[src/amcs_pkg.sv]
// shared widths and inter-module types for the alpha modulation code search
package amcs_pkg;

    localparam int ColorW = 15;
    localparam int ChanW  = 5;
    localparam int CodeW  = 16;
    localparam int NibW   = 4;
    localparam int DiffW  = 10;
    localparam int SqW    = 16;
    localparam int SumW   = 18;
    localparam int WgtW   = 5;
    localparam int CostW  = 23;

    localparam logic [CodeW-1:0] LastCode = {CodeW{1'b1}};
    localparam logic [WgtW-1:0]  WgtBase  = WgtW'(4);

    // one candidate code entering the cost pipeline
    typedef struct packed {
        logic             valid;
        logic             first;
        logic             last;
        logic [CodeW-1:0] code;
    } cand_t;

    // one candidate leaving the cost pipeline
    typedef struct packed {
        logic             valid;
        logic             first;
        logic             last;
        logic [CodeW-1:0] code;
        logic [CostW-1:0] cost;
    } cand_cost_t;

    // search result status from the tracker
    typedef struct packed {
        logic             done;
        logic [CodeW-1:0] best_code;
    } trk_status_t;

endpackage

[src/amcs_cost_unit.sv]
// four-stage pipelined cost evaluator, one candidate code per cycle
module amcs_cost_unit (
    input  logic                           aclk,
    input  logic                           aresetn,
    input  logic [amcs_pkg::ColorW-1:0]    color,
    input  amcs_pkg::cand_t                cand_in,
    output amcs_pkg::cand_cost_t           cand_out
);

    // signed channel difference 8*c - m*ma - 128 + 8*ma
    function automatic logic signed [amcs_pkg::DiffW-1:0] chan_diff(
        input logic [amcs_pkg::ChanW-1:0] c,
        input logic [amcs_pkg::NibW-1:0]  m,
        input logic [amcs_pkg::NibW-1:0]  ma
    );
        logic [7:0]         prod;
        logic signed [11:0] t;
        prod = {4'b0000, m} * {4'b0000, ma};
        t = $signed({4'b0000, c, 3'b000}) - $signed({4'b0000, prod})
            - 12'sd128 + $signed({5'b00000, ma, 3'b000});
        return t[amcs_pkg::DiffW-1:0];
    endfunction

    amcs_pkg::cand_t tag1_reg, tag2_reg, tag3_reg;
    logic [amcs_pkg::NibW-1:0] ma1_reg, ma2_reg;
    logic [amcs_pkg::WgtW-1:0] wgt3_reg;
    logic signed [amcs_pkg::DiffW-1:0] dr_reg, dg_reg, db_reg;
    logic [amcs_pkg::SqW-1:0]  sr_reg, sg_reg, sb_reg;
    logic [amcs_pkg::SumW-1:0] sum_reg;
    amcs_pkg::cand_cost_t out_reg;

    logic signed [2*amcs_pkg::DiffW-1:0] pr, pg, pb;
    logic [amcs_pkg::SumW-1:0]  sum_next;
    logic [amcs_pkg::CostW-1:0] cost_next;

    // squares, sum and weighting
    always_comb begin
        pr = (2*amcs_pkg::DiffW)'(dr_reg) * (2*amcs_pkg::DiffW)'(dr_reg);
        pg = (2*amcs_pkg::DiffW)'(dg_reg) * (2*amcs_pkg::DiffW)'(dg_reg);
        pb = (2*amcs_pkg::DiffW)'(db_reg) * (2*amcs_pkg::DiffW)'(db_reg);
        sum_next = {2'b00, sr_reg} + {2'b00, sg_reg} + {2'b00, sb_reg};
        cost_next = amcs_pkg::CostW'(sum_reg) * amcs_pkg::CostW'(wgt3_reg);
    end

    // valid flags and payload of each stage
    always_ff @(posedge aclk) begin
        if (!aresetn) begin
            tag1_reg.valid <= 1'b0;
            tag2_reg.valid <= 1'b0;
            tag3_reg.valid <= 1'b0;
            out_reg.valid  <= 1'b0;
        end else begin
            tag1_reg.valid <= cand_in.valid;
            tag2_reg.valid <= tag1_reg.valid;
            tag3_reg.valid <= tag2_reg.valid;
            out_reg.valid  <= tag3_reg.valid;
        end
        // stage 1: channel differences
        tag1_reg.first <= cand_in.first;
        tag1_reg.last  <= cand_in.last;
        tag1_reg.code  <= cand_in.code;
        ma1_reg <= cand_in.code[3:0];
        dr_reg  <= chan_diff(color[14:10], cand_in.code[15:12], cand_in.code[3:0]);
        dg_reg  <= chan_diff(color[9:5],   cand_in.code[11:8],  cand_in.code[3:0]);
        db_reg  <= chan_diff(color[4:0],   cand_in.code[7:4],   cand_in.code[3:0]);
        // stage 2: squares
        tag2_reg.first <= tag1_reg.first;
        tag2_reg.last  <= tag1_reg.last;
        tag2_reg.code  <= tag1_reg.code;
        ma2_reg <= ma1_reg;
        sr_reg  <= pr[amcs_pkg::SqW-1:0];
        sg_reg  <= pg[amcs_pkg::SqW-1:0];
        sb_reg  <= pb[amcs_pkg::SqW-1:0];
        // stage 3: sum of squares and weight
        tag3_reg.first <= tag2_reg.first;
        tag3_reg.last  <= tag2_reg.last;
        tag3_reg.code  <= tag2_reg.code;
        sum_reg  <= sum_next;
        wgt3_reg <= amcs_pkg::WgtBase + {1'b0, ma2_reg};
        // stage 4: weighted cost
        out_reg.first <= tag3_reg.first;
        out_reg.last  <= tag3_reg.last;
        out_reg.code  <= tag3_reg.code;
        out_reg.cost  <= cost_next;
    end

    assign cand_out = out_reg;

endmodule

[src/amcs_best_tracker.sv]
// running minimum of candidate costs, first strictly smaller cost wins
module amcs_best_tracker (
    input  logic                   aclk,
    input  logic                   aresetn,
    input  amcs_pkg::cand_cost_t   cand,
    output amcs_pkg::trk_status_t  status
);

    logic [amcs_pkg::CostW-1:0] best_cost_reg;
    logic [amcs_pkg::CodeW-1:0] best_code_reg;
    logic                       done_reg;
    logic                       take;

    assign take = cand.valid && (cand.first || (cand.cost < best_cost_reg));

    // done pulse after the last candidate
    always_ff @(posedge aclk) begin
        if (!aresetn) begin
            done_reg <= 1'b0;
        end else begin
            done_reg <= cand.valid && cand.last;
        end
    end

    // best cost and code
    always_ff @(posedge aclk) begin
        if (take) begin
            best_cost_reg <= cand.cost;
            best_code_reg <= cand.code;
        end
    end

    assign status.done      = done_reg;
    assign status.best_code = best_code_reg;

endmodule

[src/alpha_modulation_code_search_unit.sv]
// Alpha modulation code search: each input beat starts a search for the code of least cost.
// All 65536 codes pass the pipelined cost unit, one per cycle, then the pipeline drains into the tracker.
// One item at a time: a new beat is taken only after the previous search has passed on its result.
// The result waits in an output register while the next search runs; a search that
// ends before that result is taken holds, with the input blocked, until it is.
// Synchronous active-low reset clears the sequencer and the valid flags.
module alpha_modulation_code_search_unit (
    input  logic                         aclk,
    input  logic                         aresetn,
    input  logic                         s_valid,
    output logic                         s_ready,
    input  logic [amcs_pkg::ColorW-1:0]  s_color_index,
    output logic                         m_valid,
    input  logic                         m_ready,
    output logic [amcs_pkg::CodeW-1:0]   m_best_code
);

    typedef enum logic [1:0] {
        ST_IDLE,
        ST_SCAN,
        ST_DRAIN,
        ST_HOLD
    } state_t;

    state_t                       state_reg, state_next;
    logic [amcs_pkg::CodeW-1:0]   code_reg, code_next;
    logic [amcs_pkg::ColorW-1:0]  color_reg, color_next;
    logic                         m_valid_reg, m_valid_next;
    logic [amcs_pkg::CodeW-1:0]   m_best_code_reg, m_best_code_next;

    amcs_pkg::cand_t       cand;
    amcs_pkg::cand_cost_t  cand_cost;
    amcs_pkg::trk_status_t trk;
    logic                  out_free;

    assign out_free = !m_valid_reg || m_ready;

    // candidate issue from the code counter
    assign cand.valid = (state_reg == ST_SCAN);
    assign cand.first = (code_reg == '0);
    assign cand.last  = (code_reg == amcs_pkg::LastCode);
    assign cand.code  = code_reg;

    amcs_cost_unit u_cost (
        .aclk     (aclk),
        .aresetn  (aresetn),
        .color    (color_reg),
        .cand_in  (cand),
        .cand_out (cand_cost)
    );

    amcs_best_tracker u_trk (
        .aclk    (aclk),
        .aresetn (aresetn),
        .cand    (cand_cost),
        .status  (trk)
    );

    // sequencer next state
    always_comb begin
        state_next       = state_reg;
        code_next        = code_reg;
        color_next       = color_reg;
        m_valid_next     = m_valid_reg && !m_ready;
        m_best_code_next = m_best_code_reg;
        unique case (state_reg)
            ST_IDLE: begin
                if (s_valid) begin
                    color_next = s_color_index;
                    code_next  = '0;
                    state_next = ST_SCAN;
                end
            end
            ST_SCAN: begin
                code_next = code_reg + amcs_pkg::CodeW'(1);
                if (cand.last) begin
                    state_next = ST_DRAIN;
                end
            end
            ST_DRAIN: begin
                if (trk.done) begin
                    state_next = ST_HOLD;
                end
            end
            ST_HOLD: begin
                if (out_free) begin
                    m_valid_next     = 1'b1;
                    m_best_code_next = trk.best_code;
                    state_next       = ST_IDLE;
                end
            end
            default: begin
                state_next = ST_IDLE;
            end
        endcase
    end

    // state and registered outputs
    always_ff @(posedge aclk) begin
        if (!aresetn) begin
            state_reg   <= ST_IDLE;
            m_valid_reg <= 1'b0;
        end else begin
            state_reg   <= state_next;
            m_valid_reg <= m_valid_next;
        end
        code_reg        <= code_next;
        color_reg       <= color_next;
        m_best_code_reg <= m_best_code_next;
    end

    assign s_ready     = (state_reg == ST_IDLE);
    assign m_valid     = m_valid_reg;
    assign m_best_code = m_best_code_reg;

endmodule

[config.mk]
export PLATFORM = sky130hd
export DESIGN_NAME = alpha_modulation_code_search_unit
export DESIGN_NICKNAME = d
export VERILOG_FILES = /design/src/amcs_pkg.sv /design/src/amcs_cost_unit.sv /design/src/amcs_best_tracker.sv /design/src/alpha_modulation_code_search_unit.sv
export SDC_FILE = /design/constraint.sdc
export NUM_CORES = 1
export LEC_CHECK = 0
export BUFFER_PORTS_ARGS = -buffer_cell sky130_fd_sc_hd__buf_4
export CAP_MARGIN = 20
export CORE_UTILIZATION = 40
export CTS_BUF_LIST = sky130_fd_sc_hd__clkbuf_16
export CTS_CLUSTER_DIAMETER = 30
export DETAILED_ROUTE_END_ITERATION = 8
export SLEW_MARGIN = 20
export SYNTH_ARGS = -nofsm -noshare
export SYNTH_HDL_FRONTEND = slang
export SYNTH_SLANG_ARGS = --single-unit
[constraint.sdc]
create_clock -name aclk -period 11.7 [get_ports aclk]
set_clock_uncertainty 0.05 [all_clocks]
set_input_delay 2.34 -clock aclk [delete_from_list [all_inputs] [get_ports aclk]]
set_output_delay 2.34 -clock aclk [all_outputs]
set_load 0.03 [all_outputs]
Word level (Yosys, flattened, before mapping)
Index checks and enable logic that the tools add are counted.
{ "classes": {"n_mul": 7, "eq_ne": 8, "reduce_logical": 14, "mux": 9, "n_addsub": 13, "magnitude_cmp": 1} }
{ "op_table": {"columns": ["operator", "count"], "rows": [
  ["$mul A10 B10 Y16", 3],
  ["$pmux W16 S2", 1],
  ["$add A10 B8 Y10", 3],
  ["$sub A10 B9 Y10 const B", 3],
  ["$sub A8 B8 Y9", 3],
  ["$mul A4 B4 Y8", 3],
  ["$lt A23 B23 Y1", 1],
  ["$mul A18 B5 Y23", 1],
  ["$add A18 B16 Y18", 1],
  ["$add A16 B16 Y17", 1],
  ["$add A16 B1 Y16 const B", 1],
  ["$eq A16 B16 Y1 const B", 1],
  ["$logic_not A16 Y1", 1],
  ["$mux W16", 1],
  ["$mux W2", 4],
  ["$pmux W2 S4", 1],
  ["$ne A2 B2 Y1 const B", 3],
  ["$reduce_and A2 Y1", 3],
  ["$add A3 B4 Y5 const A", 1],
  ["$eq A2 B2 Y1 const B", 2],
  ["$reduce_and A4 Y1", 1],
  ["$logic_and A1 B1 Y1", 3],
  ["$eq A2 B1 Y1 const B", 1],
  ["$logic_not A1 Y1", 2],
  ["5 further kinds", 7]
]} }
{ "totals": {"ff_bits": 298, "in_bits": 19, "out_inout_bits": 18, "wordCells": 87} }

Logic depth before layout (Yosys ltp)
{ "logic_depth": {"ltp_word": 4, "ltp_mapped": 20, "depth_no_buf": 19} }

Hierarchy
A second synthesis with hierarchy kept.
{ "hier_totals": {"hier_cells": 2204, "hier_area_um2": 22475.3} }
{ "by_module_without_submodules": {"columns": ["mod", "area_per_inst_um2", "instances", "seq_area_each_um2", "cells_per_inst"], "rows": [
  ["amcs_cost_unit", 18631.6, 1, 3903.7, 1935],
  ["alpha_modulation_code_search_unit", 2079.5, 1, 1471.4, 147],
  ["amcs_best_tracker", 1764.2, 1, 1191.1, 122]
]} }

Worst setup path before layout
OpenSTA, ideal clock, no wires.
{ "synth_path": {"kind": "flip-flop to flip-flop", "start": "register u_cost.dr_reg[1] (netlist bit)", "end": "register u_cost.sr_reg[15] (netlist bit)", "setup_time_ns": 0.121, "arrival_time_ns": 4.725, "path_slack_ns": 6.804, "path_buffers": 1, "synth_period_minus_slack_ns": 4.896, "required_ns": 11.529, "stages_incl_launch_ff": 19, "cell_sequence": "dfxtp_1 > clkbuf_1 > nand2_1 > fa_1 > fa_1 > inv_1 > fa_1 > fa_1 > inv_1 > fa_1 > inv_1 > ha_1 > nor2_1 > nor2_1 > a31o_2 > a21o_1 > a21oi_1 > a21oi_1 > xnor2_1"} }
{ "synth_between": {"elab_chain_cells": 1} }
{ "synth_rtl": {"columns": ["element", "line_no", "text"], "rows": [
  ["start: declaration", "amcs_cost_unit.sv:27", "logic signed [amcs_pkg::DiffW-1:0] dr_reg, dg_reg, db_reg;"],
  ["start signal: assignment", "amcs_cost_unit.sv:63", "dr_reg <= chan_diff(color[14:10], cand_in.code[15:12], cand_in.code[3:0]);"],
  ["$mul A10 B10 Y16", "amcs_cost_unit.sv:38", "pr = (2*amcs_pkg::DiffW)'(dr_reg) * (2*amcs_pkg::DiffW)'(dr_reg);"],
  ["named net u_cost.pr (one bit)", "amcs_cost_unit.sv:32", "logic signed [2*amcs_pkg::DiffW-1:0] pr, pg, pb;"],
  ["end signal: assignment", "amcs_cost_unit.sv:71", "sr_reg <= pr[amcs_pkg::SqW-1:0];"],
  ["end: declaration", "amcs_cost_unit.sv:28", "logic [amcs_pkg::SqW-1:0] sr_reg, sg_reg, sb_reg;"]
]} }
The timed path passes the listed nets, and every way through them passes these cells.
A chain may end at the register's enable or synchronous reset.

Worst setup path in the final report
Same ends and word-level chain as after synthesis.

==> results.txt <==
----------------------------------------------------
[Global route]
  Total Routing Usage GR ... 15.7%
  Largest net degree at the start of global routing ... 40
  GRT Residual Overflow ... 0
  Initial antenna violation count ... 1
  Number of global-route vias before repair ... ~15k
  Wire length of the first global-routing pass ... 72.3 mm

[Clock tree]
  Clock Pin Slew Worst Setup and Hold Paths ... 0.06 ns
  Post-CTS Resized ... 0
  Number of buffers created by CTS ... 53
  Count of hold buffers inserted by post-cts repair ... 0
  TritonCTS sink count ... 285
  TritonCTS clock tree ... built
  Worst-Skew Late Latency ... around 0.6 ns
  Library cell used as clock root buffer ... clkbuf_16
  Number of buffers on the longest clock path ... 3
  Maximum level of the CTS H-tree ... 2
  Post-CTS Setup Inserts ... 0

[Min path]
  Worst hold-check path type ... reg2reg

[Job]
  Total of max-cap violations ... 0

[Route]
  DRC errors left ... 0
  Antenna viol nets, final ... 0
  Mean routed wirelength per cell ... about 14 um
  Final routed wirelength across all metal layers ... between 40 and 50 mm
  Via-per-instance ratio ... 4.63
  Initial DRT Pass Iterations ... 7
  Initial drt markers ... approximately 490
  Vias after detailed routing ... 14.2k

[Floorplanning]
  Total I/O pin count ... 37
  Y dimension of the die ... between 200 and 250 um
  Horizontal extent of the die ... roughly 240 um
  Cell row count ... 86
  Area inside the core boundary ... roughly 55000 sq um
  Initial Util ... 40.6%
  Total die area ... 57100 sq um

[Yosys]
  Mapped Avg Cell Area ... just over 10 sq um
  Synthesized netlist net count ... roughly 2.8k
  Summed instance area of the synthesized netlist ... between 20000 and 25000 sq um
  Synth area leaders ... fa_1 23%, dfxtp_1 18%, ha_1 15%
  Number of flip-flops and latches in the synthesized netlist ... roughly 290
  Ys Warns ... 0
  Predominant post-synthesis flop cell ... dfxtp_1
  Post-synth top area share ... 23.1%
  Largest area contributor in the netlist ... fa_1
  Portion of the post-synthesis area used by sequential elements ... roughly 29%
  EDFF count, synth ... 86
  Number of instances in the synthesized netlist ... about 2.2k
  Number of distinct library cells after synthesis ... 64
  Async set-or-reset flop fraction in the synthesized netlist ... 0%

[Timing]
  Pin slew with the least headroom to its limit ... approximately 0.95 ns
  Final critical-path required period ... 5.19 ns
  Worst-case headroom to the max-slew limit ... 36.5%
  Final setup violation count ... 0
  Total Negative Setup Slacks ... 0 ns
  Final Hold Viols ... 0
  Count of pins over their slew limit ... 0
  Setup repair after global routing missed its margin ... false
  Fmax ... 0.193 GHz
  Crit share post-route ... between 40% and 50%

[Cells and area]
  Fill count ... between 5k and 6k
  Top library cells by usage in the layout, fill and taps aside ... 490 x inv_1, 266 x ha_1, 259 x fa_1
  Area added between synthesis and finish ... 12.9%
  Share of the core filled with cells ... ~46%
  Number of nets at the end of the flow ... approximately 2.8k
  Most common cell after layout, fill and taps aside ... inv_1
  Number of flip-flops under the largest register name ... 42
  Antenna cell count ... 0
  Fraction of layout instances using a drive strength above 1 ... approximately 6.8%

[Worst setup path]
  Worst setup EP type ... register
  Path type of the worst setup path ... reg2reg
  Critical Path, Cell by Cell ... nand2_1, fa_1, fa_1, inv_1, fa_1, fa_1, inv_1, fa_1, inv_1, ha_1, nor3_1, o211ai_1, a31o_2, a21o_1, a21oi_1, a21oi_1, xnor2_1
  Largest driver fanout on the critical path ... 15
  Data arrival, critical path ... ~5.6 ns
  Data required time of the worst path ... approximately 12 ns
  Setup crit start kind ... register
  Buffers & Inverters on Critical Path ... 3
  Most frequent cell on the critical path ... fa_1
  Maximum single-stage delay on the critical path ... about 0.58 ns
  Worst path slowest cell ... dfxtp_1
  Top delay family on crit path ... adder cells

[Placed design]
  Dpl hpwl ... roughly 34 mm
  Number of I/O port buffers ... 36
  Final weighted congestion in routability-driven placement ... approximately 0.86

[Outcome]
  Outcome ... finished, final reports clean

----------------------------------------------------
-- Yosys cell counts (all sizes together), types with 4 or more instances --
cell type,count
xnor2,109
xor2,43
a31oi,9
nand4,8
mux2i,4
nor3,20
nand2,144
edfxtp,86
a21o,29
fa,259
or3,9
inv,489
a21oi,75
clkbuf,29
buf,7
o21a,14
nor2,82
or2,7
o21ai,32
nor4,7
nand3,14
o21bai,13
and2,165
and3,9
nand2b,13
a211oi,10
ha,266
dfxtp,199
o31ai,5
a21boi,5
nor2b,21
-- path summary, 6_finish.rpt --
check | startpoint | end | slack (ns) | depth (start not counted)
hold reg to reg | u_cost.tag3_reg[16] | u_cost.cand_out[39] | 0.27 | 0
hold / removal | u_cost.tag3_reg[16] | u_cost.cand_out[39] | 0.27 | 0
setup reg to reg | u_cost.dr_reg[1] | u_cost.sr_reg[15] | 6.51 | 17
setup / recovery | u_cost.dr_reg[1] | u_cost.sr_reg[15] | 6.51 | 17
-- final cells by class --
| cell class | count | area [sq um] | area share [%] |
|---|---|---|---|
| tap | 748 | 936 | 3.69 |
| clock inverter | 46 | 497 | 1.96 |
| multi-input combinational | 1403 | 13900 | 54.8 |
| sequential | 285 | 6570 | 25.9 |
| clock buffer | 54 | 1350 | 5.33 |
| inverter | 489 | 1840 | 7.24 |
| timing repair buffer | 37 | 278 | 1.10 |
-- per-layer routing --
metal / global-route usage [%] / routed length, um / vias up
met5: 0 / 0 / -
met3: 2.39 / 1360 / 77
met2: 26.0 / 19700 / 206
met1: 20.5 / 19900 / 6852
li1: - / - / 7038
met4: 5.91 / 1270 / 0
-- stage by stage --
step | hold WS (ns) | area [sq um] | std cells | setup WS [ns]
2_1_floorplan | 0.260 | 22500 | 2213 | 6.80
3_3_place_gp | 0.261 | 23500 | 2962 | 6.66
3_5_place_dp | 0.262 | 23500 | 2962 | 6.56
4_1_cts | 0.273 | 25400 | 3062 | 6.55
5_1_grt | 0.274 | 25400 | 3062 | 6.25
6_report | 0.273 | 25400 | 3062 | 6.51
-- kinds of logic after synthesis --
| group | share of synthesized area [%] |
|---|---|
| DFF | 29.2 |
| buffers and inverters | 8.90 |
| and+or+nand+nor | 11.5 |
| muxes | 0.228 |
| AOI/OAI and AO/OA | 6.28 |
| xor gates and xnor gates | 5.93 |
| adders and majority gates | 37.9 |
Power is left out: the tool's default activity adds up to more than one toggle a clock period on the data nets, which glitch-free logic cannot reach.
